### src/rtl/cmwc_pkg.sv
// Package for the CMWC-4096 random generator: widths, constants,
// the sequencer state type and the shared arithmetic unit's request type.
// No dependencies.
package cmwc_pkg;

    localparam int TABLE_DEPTH = 4096;
    localparam int POS_W       = $clog2(TABLE_DEPTH);
    localparam int WORD_W      = 32;
    localparam int CARRY_W     = 19;
    localparam int K_W         = 15;              // carry out of one step, max 18783
    localparam int MUL_W       = WORD_W + K_W;    // 18782 * word + carry fits here
    localparam int VALUE_W     = 16;

    localparam logic [WORD_W-1:0]  GOLDEN_STEP   = 32'h9e37_79b9;
    localparam logic [CARRY_W-1:0] CARRY_INIT    = 19'd362436;
    localparam logic [K_W-1:0]     MULTIPLIER    = 15'd18782;
    localparam logic [WORD_W-1:0]  BASE_WORD     = 32'hffff_fffe;
    localparam logic [POS_W-1:0]   POSITION_INIT = POS_W'(4095);
    localparam logic [POS_W-1:0]   POSITION_LAST = POS_W'(TABLE_DEPTH - 1);

    localparam logic ACTION_SEED = 1'b0;
    localparam logic ACTION_NEXT = 1'b1;

    typedef enum logic [2:0] {
        ST_IDLE,
        ST_SEED,
        ST_MAC,
        ST_FIX
    } state_t;

    typedef enum logic [2:0] {
        ALU_PASS,   // a
        ALU_ADD,    // a + golden step
        ALU_MIX,    // a ^ b ^ golden step ^ idx
        ALU_MAC,    // 18782 * a + b
        ALU_FIX     // carry correction and complement, {k, base - x}
    } alu_op_t;

    typedef struct packed {
        alu_op_t            op;
        logic [WORD_W-1:0]  a;
        logic [WORD_W-1:0]  b;
        logic [POS_W-1:0]   idx;
    } alu_req_t;

endpackage

### src/rtl/cmwc_alu.sv
// Shared arithmetic unit of the CMWC generator: seed mixing, multiply-add,
// carry correction. Purely combinational. Depends on cmwc_pkg.
module cmwc_alu
    import cmwc_pkg::*;
(
    input  alu_req_t           req,
    output logic [MUL_W-1:0]   res
);

    logic [WORD_W:0]   fix_sum;
    logic              fix_wrap;
    logic [WORD_W-1:0] fix_x;
    logic [K_W-1:0]    fix_k;

    // x = t_lo + k; a wrap means x < k, so bump both
    always_comb
    begin
        fix_sum  = {1'b0, req.a} + {1'b0, req.b};
        fix_wrap = fix_sum[WORD_W];
        fix_x    = fix_sum[WORD_W-1:0] + WORD_W'(fix_wrap);
        fix_k    = req.b[K_W-1:0] + K_W'(fix_wrap);
    end

    always_comb
    begin
        unique case (req.op)
            ALU_PASS: res = MUL_W'(req.a);
            ALU_ADD:  res = MUL_W'(req.a + GOLDEN_STEP);
            ALU_MIX:  res = MUL_W'(req.a ^ req.b ^ GOLDEN_STEP ^ WORD_W'(req.idx));
            ALU_MAC:  res = MUL_W'(req.a) * MUL_W'(MULTIPLIER) + MUL_W'(req.b);
            ALU_FIX:  res = {fix_k, BASE_WORD - fix_x};
            default:  res = '0;
        endcase
    end

endmodule

### config.mk
export PLATFORM = sky130hd
export DESIGN_NAME = cmwc_alu
export DESIGN_NICKNAME = d
export VERILOG_FILES = /design/src/rtl/cmwc_pkg.sv /design/src/rtl/cmwc_alu.sv
export SDC_FILE = /design/constraint.sdc
export NUM_CORES = 1
export LEC_CHECK = 0
export ABC_AREA = 1
export BUFFER_PORTS_ARGS = -buffer_cell sky130_fd_sc_hd__buf_4
export CAP_MARGIN = 20
export CORE_MARGIN = 4
export CORE_UTILIZATION = 50
export DETAILED_ROUTE_END_ITERATION = 12
export PLACE_DENSITY = 0.7
export SYNTH_ARGS = -nofsm -noshare
export SYNTH_HDL_FRONTEND = slang
export SYNTH_SLANG_ARGS = --single-unit
### constraint.sdc
create_clock -name vclk -period 21.9
set_input_delay 4.38 -clock vclk [all_inputs]
set_output_delay 4.38 -clock vclk [all_outputs]
set_load 0.1 [all_outputs]
==> summary.txt, run 1 <==
Status -> completed
Area growth syn-to-layout -> 8.46%
DRT antenna net count -> 0
Antenna fix cells -> 0
Setup bufs post-CTS -> 0
Largest area contributor in the synthesized netlist -> ha_1
Synth top area cells -> ha_1 (23%), fa_1 (19%), nand2_1 (14%)
Post-CTS Resized -> 0
CP peak stage delay -> 0.53 ns
Die width -> 196 um
Clkbuf count -> 0
Worst-margin pin slew -> 1.27 ns
Sequential-to-total area share from yosys stat -> 0
Critical path data required time -> 17.52 ns
CTS Hold Buffers Added -> 0
Commonest non-fill, non-tap cells in the layout -> nand2_1 (656), inv_1 (560), ha_1 (320)
# setup viols final -> 0
Drt first-iter violations -> 1657
Final slew viol count -> 0
Syn avg cell area -> 6.35 um2
Vias in the first global route -> 19100
Cell Area, Synth -> 17600 um2
I/O pin cnt -> 126
IO Port Bufs -> 126
Min Tclk post-route -> 16.43 ns
Per-cell routed wire length -> 21.8 um
DP HPWL -> 63800 um
M3 GR Usage -> 0.0440
Starting Density -> 0.509
Rel. slew slack -> 0.152
Syn Inst Count -> 2772
WS Path Type -> in2out
Met2 GRT Util -> 0.617
1st-pass router iterations -> 6
RSZ-0062 raised after global routing -> no
Die height -> 196 um
Tot GR Track Use -> 0.371
GPL Wtd Cong -> 1.07
Startpoint types -> primary input
Site row count -> 68
CP endpoint kind -> primary output
DR vias/cell -> 5.76
Core Region -> 34600 um2
GR Util met1 -> 0.494
DR vias -> 19200
Share of the synthesized area in the top cell type -> 0.227
Largest net degree at the start of global routing -> 41
Seq_cells -> 0
CP arrival -> 12.05 ns
Final hold viol count -> 0
Critical-path top delay cell -> fa_1
Syn. warnings -> 0
Antenna violations before repair -> 0
Top Usage Layer GRT -> met2
Worst Hold Class -> in2out
Most common cell on crit path -> inv_1
Post-Syn Nets -> 3340
Yosys cell types -> 53
GR Overflow Total -> 0
First-pass GRT wire length -> 110000 um
Die ar. -> 38300 um2
Maxcap violations -> 0
TNS Setup -> 0 ns
Register area -> 0 um2
Fmax -> 0.0609 GHz
Period utilization -> 0.750
Routed WL -> 72800 um
Drt drc -> 0
Nets -> 3456
Commonest non-fill, non-tap cell in the layout -> nand2_1
Critical path fanouts, max -> 8
Ratio of cells with drive above 1 in the final layout -> 0.0648
## worst max-delay path: cells and delay by family
kind / cells / cell delay, ns
adders and majority gates: 8 / 3.53
AOI/OAI and AO/OA: 7 / 1.65
and+or+nand+nor: 7 / 1.18
buffers and inverters: 9 / 1.08
xor gates and xnor gates: 1 / 0.21
## cells by family after synthesis
group                      after synthesis  share of synthesized area
and+or+nand+nor                       1221                      0.294
AOI/OAI and AO/OA                      426                      0.134
adders and majority gates              489                      0.419
buffers and inverters                  582                      0.125
xor gates and xnor gates                54                     0.0277
## final cells by class
class / instances / area (um2)
Fill cell: 3488 / 15500
Multi-Input combinational cell: 2190 / 15400
Inverter: 564 / 2120
Timing Repair Buffer: 132 / 991
Tap cell: 455 / 569
## routing by layer
metal	vias up	routed length, um	part of all wire
met5	-	0	0
met4	0	3710	0.051
met3	152	5930	0.082
met2	855	32900	0.45
met1	9097	30200	0.42
li1	9129	-	-
## cell usage after synthesis (all sizes together) (2+ instances only)
library cell	number
o211ai	10
o221ai	7
nand3b	17
ha	320
a211oi	3
a22oi	3
fa	169
o2111ai	5
a31oi	6
a21boi	3
and2	2
nor2	268
nand2	665
a21oi	196
o22ai	8
clkbuf	13
xnor2	19
nand4	43
and3	3
inv	563
xor2	35
nand3	177
nor3	28
or2	16
o21a	7
o21ai	144
a221oi	2
o21bai	17
buf	5
a21o	8
## stage by stage
stage	util	area [um2]	setup WS, ns	instances	hold WS, ns
2_1_floorplan	-	17600	5.39	2772	9.37
3_3_place_gp	0.552	19100	5.48	3341	9.27
3_5_place_dp	0.552	19100	5.58	3341	9.27
4_1_cts	0.552	19100	5.57	3341	9.27
5_1_grt	0.552	19100	5.07	3341	9.31
6_report	0.552	19100	5.47	3341	9.28
## path summary, 6_finish.rpt
path,slack [ns],to,cells after the start,start
setup / recovery,5.47,res[30],32,req[52]
hold / removal,9.28,res[1],4,req[1]
Power of run 1 is left out: the tool's default activity adds up to more than one toggle a clock period on the data nets, which glitch-free logic cannot reach.
==> run 2, diff against run 1 <==
--- a/config.mk
+++ b/config.mk
@@ -5,7 +5,7 @@
 export SDC_FILE = /design/constraint.sdc
 export NUM_CORES = 1
 export LEC_CHECK = 0
-export ABC_AREA = 1
+export ABC_AREA = 0
 export BUFFER_PORTS_ARGS = -buffer_cell sky130_fd_sc_hd__buf_4
 export CAP_MARGIN = 20
 export CORE_MARGIN = 4
==> constraint.sdc (replaced) <==
create_clock -name vclk -period 15.4
set_input_delay 3.08 -clock vclk [all_inputs]
set_output_delay 3.08 -clock vclk [all_outputs]
set_load 0.1 [all_outputs]
==> run 2 against run 1 <==
Synthesized area shrank 8.2%. Setup slack lost 4.5 ns. Via count shrank 21%. Global-route usage shrank 7.5 points. Design area shrank 8.6%. Die area shrank 7.9%. Cell count shrank 26%. Hold slack lost 2.6 ns. First-iteration DRC count shrank 34%. Non-clock buffer count grew 1. Sequential cell count is the same. Synthesized cell count shrank 28%.
==> summary.txt, run 2 <==
Status -> completed (unchanged)
Starting Density -> 0.510 (was 0.509)
Synth top area cells -> ha_1 (25%), fa_1 (21%), inv_1 (7.2%) (was ha_1 (23%), fa_1 (19%), nand2_1 (14%))
Final hold viol count -> 0 (unchanged)
First-pass GRT wire length -> 84000 um (was 110000 um)
Die width -> 188 um (was 196 um)
Fmax -> 0.0693 GHz
Tot GR Track Use -> 0.296 (was 0.371)
Die ar. -> 35300 um2 (was 38300 um2)
Routed WL -> 53400 um (was 72800 um)
Largest net degree at the start of global routing -> 49 (was 41)
RSZ-0062 raised after global routing -> no (unchanged)
Commonest cells post-synth -> ha_1 (320), inv_1 (311), fa_1 (169) (was nand2_1 (656), inv_1 (560), ha_1 (320))
Antenna fix cells -> 0 (unchanged)
Worst-margin pin slew -> 0.933 ns (was 1.27 ns)
DR vias -> 15100 (was 19200)
TNS Setup -> 0 ns (unchanged)
WS Path Type -> in2out (unchanged)
Syn. warnings -> 0 (unchanged)
Count leader, synth -> ha_1 (was nand2_1)
Critical path fanouts, max -> 9 (was 8)
Commonest non-fill, non-tap cells in the layout -> ha_1 (320), inv_1 (311), fa_1 (169) (was nand2_1 (656), inv_1 (560), ha_1 (320))
Mux cell area share after synthesis -> 0.0125 (was 0)
Post-Layout Cell Count -> 2479 (was 3341)
Drt drc -> 0 (unchanged)
Most common cell on crit path -> inv_1 (unchanged)
Register area -> 0 um2 (unchanged)
Antenna violations before repair -> 0 (unchanged)
Share of the synthesized area in the top cell type -> 0.248 (was 0.227)
Period utilization -> 0.936
Core Region -> 31700 um2 (was 34600 um2)
Syn avg cell area -> 8.09 um2 (was 6.35 um2)
Setup bufs post-CTS -> 0 (unchanged)
CP peak stage delay -> 0.54 ns (was 0.53 ns)
Placed inst area -> 17500 um2 (was 19100 um2)
Compound-Gate Fraction of Synth Area -> 0.210 (was 0.134)
GR Overflow Total -> 0 (unchanged)
CP arrival -> 11.34 ns (was 12.05 ns)
Cell Area, Synth -> 16200 um2 (was 17600 um2)
Startpoint types -> primary input (unchanged)
Placed Instances -> 2479 (was 3341)
Per-cell routed wire length -> 21.6 um (was 21.8 um)
CTS Hold Buffers Added -> 0 (unchanged)
Post-CTS Resized -> 0 (unchanged)
GPL Wtd Cong -> 0.989 (was 1.07)
CP endpoint kind -> primary output (unchanged)
Largest family of logic cells by synthesized area -> adder cells (unchanged)
1st-pass router iterations -> 6 (unchanged)
Die height -> 188 um (was 196 um)
Syn Inst Count -> 1998 (was 2772)
Maxcap violations -> 0 (unchanged)
Area growth syn-to-layout -> 7.95% (was 8.46%)
DP HPWL -> 45300 um (was 63800 um)
Xor and xnor area share after synthesis -> 0.0908 (was 0.0277)
Post-Syn Nets -> 2566 (was 3340)
Ratio of cells with drive above 1 in the final layout -> 0.0857 (was 0.0648)
Final slew viol count -> 0 (unchanged)
Clkbuf count -> 0 (unchanged)
Largest area contributor in the synthesized netlist -> ha_1 (unchanged)
Drt first-iter violations -> 1096 (was 1657)
I/O pin cnt -> 126 (unchanged)
Min Tclk post-route -> 14.42 ns
Critical path data required time -> 12.32 ns (was 17.52 ns)
Vias in the first global route -> 15400 (was 19100)
Post-synthesis simple-gate area fraction -> 0.143 (was 0.294)
DR vias/cell -> 6.11 (was 5.76)
IO Port Bufs -> 126 (unchanged)
Site row count -> 65 (was 68)
Rel. slew slack -> 0.376 (was 0.152)
Critical-path top delay cell -> fa_1 (unchanged)
# setup viols final -> 0 (unchanged)
Adder-cell share of the synthesized area -> 0.457 (was 0.419)
Seq_cells -> 0 (unchanged)
Yosys cell types -> 99 (was 53)
Worst Hold Class -> in2out (unchanged)
Fin area -> 17500 um2 (was 19100 um2)
Nets -> 2647 (was 3456)
DRT antenna net count -> 0 (unchanged)
Commonest non-fill, non-tap cell in the layout -> ha_1 (was nand2_1)
Fill cells -> 3030 (was 3488)
Sequential-to-total area share from yosys stat -> 0 (unchanged)
[run 2: cell type report]
cell class	instances	area, um2	share of cell area
Inverter	313	1170	0.0673
Multi-Input combinational cell	1631	14800	0.846
Timing Repair Buffer	133	1000	0.0574
Tap cell	402	503	0.0288
[run 2: per-layer routing]
| layer | global-route usage | up-vias | routed length [um] |
|---|---|---|---|
| met4 | 0.106 | 0 | 2430 |
| met1 | 0.377 | 7297 | 22000 |
| met2 | 0.529 | 593 | 26000 |
| met3 | 0.0208 | 121 | 3010 |
| met5 | 0 | - | 0 |
| li1 | - | 7132 | - |
[run 2: cells by family (layout without fill, tap and decap cells)]
logic type               count (synthesis)  in the layout
AO/OA/AOI/OAI                          507            507
XOR/XNOR                               163            163
adder cells (fa/ha/maj)                489            489
buffers and inverters                  367            446
multiplexers                            20             20
AND/OR/NAND/NOR                        452            452
[run 2: metrics by stage]
stage	worst slack (ns)	utilization	hold WS, ns
6_report	0.979	0.550	6.73
5_1_grt	0.408	0.550	6.77
4_1_cts	1.11	0.550	6.72
3_5_place_dp	1.15	0.550	6.72
3_3_place_gp	1.29	0.550	6.72
2_1_floorplan	0.692	-	6.84
[run 2: final timing paths]
path	to	start	cells past startpoint	slack, ns
hold / removal	res[0]	req[12]	4	6.73
setup / recovery	res[32]	req[52]	33	0.98
[run 2: critical path: cells and delay by family]
kind	cells	cell delay [ns]
XOR/XNOR	2	0.38
AO/OA/AOI/OAI	11	2.47
buffers and inverters	8	0.98
adder cells (fa/ha/maj)	8	3.62
AND/OR/NAND/NOR	4	0.79
Power of run 2 is left out for the same reason.
==> run 3, diff against run 2 <==
--- a/config.mk
+++ b/config.mk
@@ -12,6 +12,7 @@
 export CORE_UTILIZATION = 50
 export DETAILED_ROUTE_END_ITERATION = 12
 export PLACE_DENSITY = 0.7
+export RECOVER_POWER = 25
 export SYNTH_ARGS = -nofsm -noshare
 export SYNTH_HDL_FRONTEND = slang
 export SYNTH_SLANG_ARGS = --single-unit
==> run 3 against run 2 <==
Maximum frequency up 0.17%. Core utilization down 0.18 points. Routed wire length down 0.16%. Via count about the same. Sequential cell count unchanged. Global-route usage unchanged. Sequential share of layout area unchanged. Non-clock buffer count unchanged. Hold slack better by 0.0075 ns. Cell count unchanged. Clock-buffer cell count unchanged. Die area unchanged. Critical endpoint is now res[36].
==> summary.txt, run 3 (synthesis gave the netlist of run 2 again) <==
Die ar. -> 35300 um2 (unchanged)
Die width -> 188 um (unchanged)
Final hold viol count -> 0 (unchanged)
Die height -> 188 um (unchanged)
WL met3 -> 2870 um (was 3010 um)
First-pass GRT wire length -> 84000 um (unchanged)
Per-cell routed wire length -> 21.5 um (was 21.6 um)
Maxcap violations -> 0 (unchanged)
Antenna fix cells -> 0 (unchanged)
Drt drc -> 0 (unchanged)
Commonest non-fill, non-tap cell in the layout -> ha_1 (unchanged)
Commonest non-fill, non-tap cells in the layout -> ha_1 (320), inv_1 (311), fa_1 (169) (unchanged)
DRT antenna net count -> 0 (unchanged)
M1 wire length -> 22100 um (was 22000 um)
Drt first-iter violations -> 1032 (was 1096)
Setup bufs post-CTS -> 0 (unchanged)
Critical path fanouts, max -> 9 (unchanged)
GPL Wtd Cong -> 0.989 (unchanged)
GR Overflow Total -> 0 (unchanged)
Core Region -> 31700 um2 (unchanged)
Seq_cells -> 0 (unchanged)
Metal2 WL -> 26000 um (about the same)
Stages on the worst setup path -> 34 (was 33)
# setup viols final -> 0 (unchanged)
WS Path Type -> in2out (unchanged)
Site row count -> 65 (unchanged)
I/O pin cnt -> 126 (unchanged)
Clkbuf count -> 0 (unchanged)
CTS Hold Buffers Added -> 0 (unchanged)
Fin Hold WS -> 6.73 ns (about the same)
DR vias -> 15100 (about the same)
Post-CTS Resized -> 0 (unchanged)
Hold Crit Depth -> 4 (unchanged)
Largest net degree at the start of global routing -> 49 (unchanged)
Critical-path top delay cell -> fa_1 (unchanged)
Largest delay share family, worst path -> adder cells (unchanged)
Vias in the first global route -> 15400 (unchanged)
Final slew viol count -> 0 (unchanged)
Worst-margin pin slew -> 1.22 ns (was 0.933 ns)
DR vias/cell -> 6.11 (about the same)
CP peak stage delay -> 0.54 ns (about the same)
Antenna violations before repair -> 0 (unchanged)
Most common cell on crit path -> inv_1 (unchanged)
DR top layer -> met4 (unchanged)
CP arrival -> 11.32 ns (was 11.34 ns)
Dpl ws -> 1.15 ns (unchanged)
IO Port Bufs -> 126 (unchanged)
Worst setup margin -> 1.00 ns (was 0.979 ns)
Status -> completed (unchanged)
1st-pass router iterations -> 5 (was 6)
CP endpoint kind -> primary output (unchanged)
Fmax -> 0.0695 GHz (was 0.0693 GHz)
Rel. slew slack -> 0.189 (was 0.376)
Starting Density -> 0.510 (unchanged)
Tot GR Track Use -> 0.296 (unchanged)
Nets -> 2647 (unchanged)
Routed WL -> 53400 um (about the same)
Critical path buffer and inverter count -> 8 (unchanged)
RSZ-0062 raised after global routing -> no (unchanged)
Area growth syn-to-layout -> 7.60% (was 7.95%)
DP HPWL -> 45300 um (unchanged)
Worst Hold Class -> in2out (unchanged)
Ratio of cells with drive above 1 in the final layout -> 0.0804 (was 0.0857)
Period utilization -> 0.935 (was 0.936)
Startpoint types -> primary input (unchanged)
Critical path data required time -> 12.32 ns (about the same)
Min Tclk post-route -> 14.40 ns (was 14.42 ns)
Register area -> 0 um2 (unchanged)
TNS Setup -> 0 ns (unchanged)
[run 3: metal layers]
layer | vias to the layer above | global-route usage
met4 | 0 | 0.106
met2 | 565 | 0.529
met5 | - | 0
met3 | 123 | 0.0208
met1 | 7339 | 0.377
li1 | 7121 | -
[run 3: stage by stage]
step,util,std cells,area (um2)
after floorplan,-,1998,16200
after global placement,0.550,2477,17400
after detailed placement,0.550,2479,17500
after CTS,0.550,2479,17500
after global routing,0.549,2479,17400
final,0.549,2479,17400
[run 3: layout make-up]
| class | count | area (um2) |
|---|---|---|
| multi-input combinational | 1631 | 14800 |
| fill | 3042 | 14300 |
| inverter | 313 | 1170 |
| timing repair buffer | 133 | 968 |
| tap | 402 | 503 |
[run 3: worst min-delay path, delay by kind of cell]
family / cells / cell delay [ns]
AOI/OAI and AO/OA: 2 / 0.15
buffers and inverters: 2 / 0.42
[run 3: worst paths after layout]
kind / startpoint / to / slack [ns]
worst min-delay path: req[12] / res[0] / 6.73
worst max-delay path: req[52] / res[36] / 1.00
Power of run 3 is left out for the same reason.
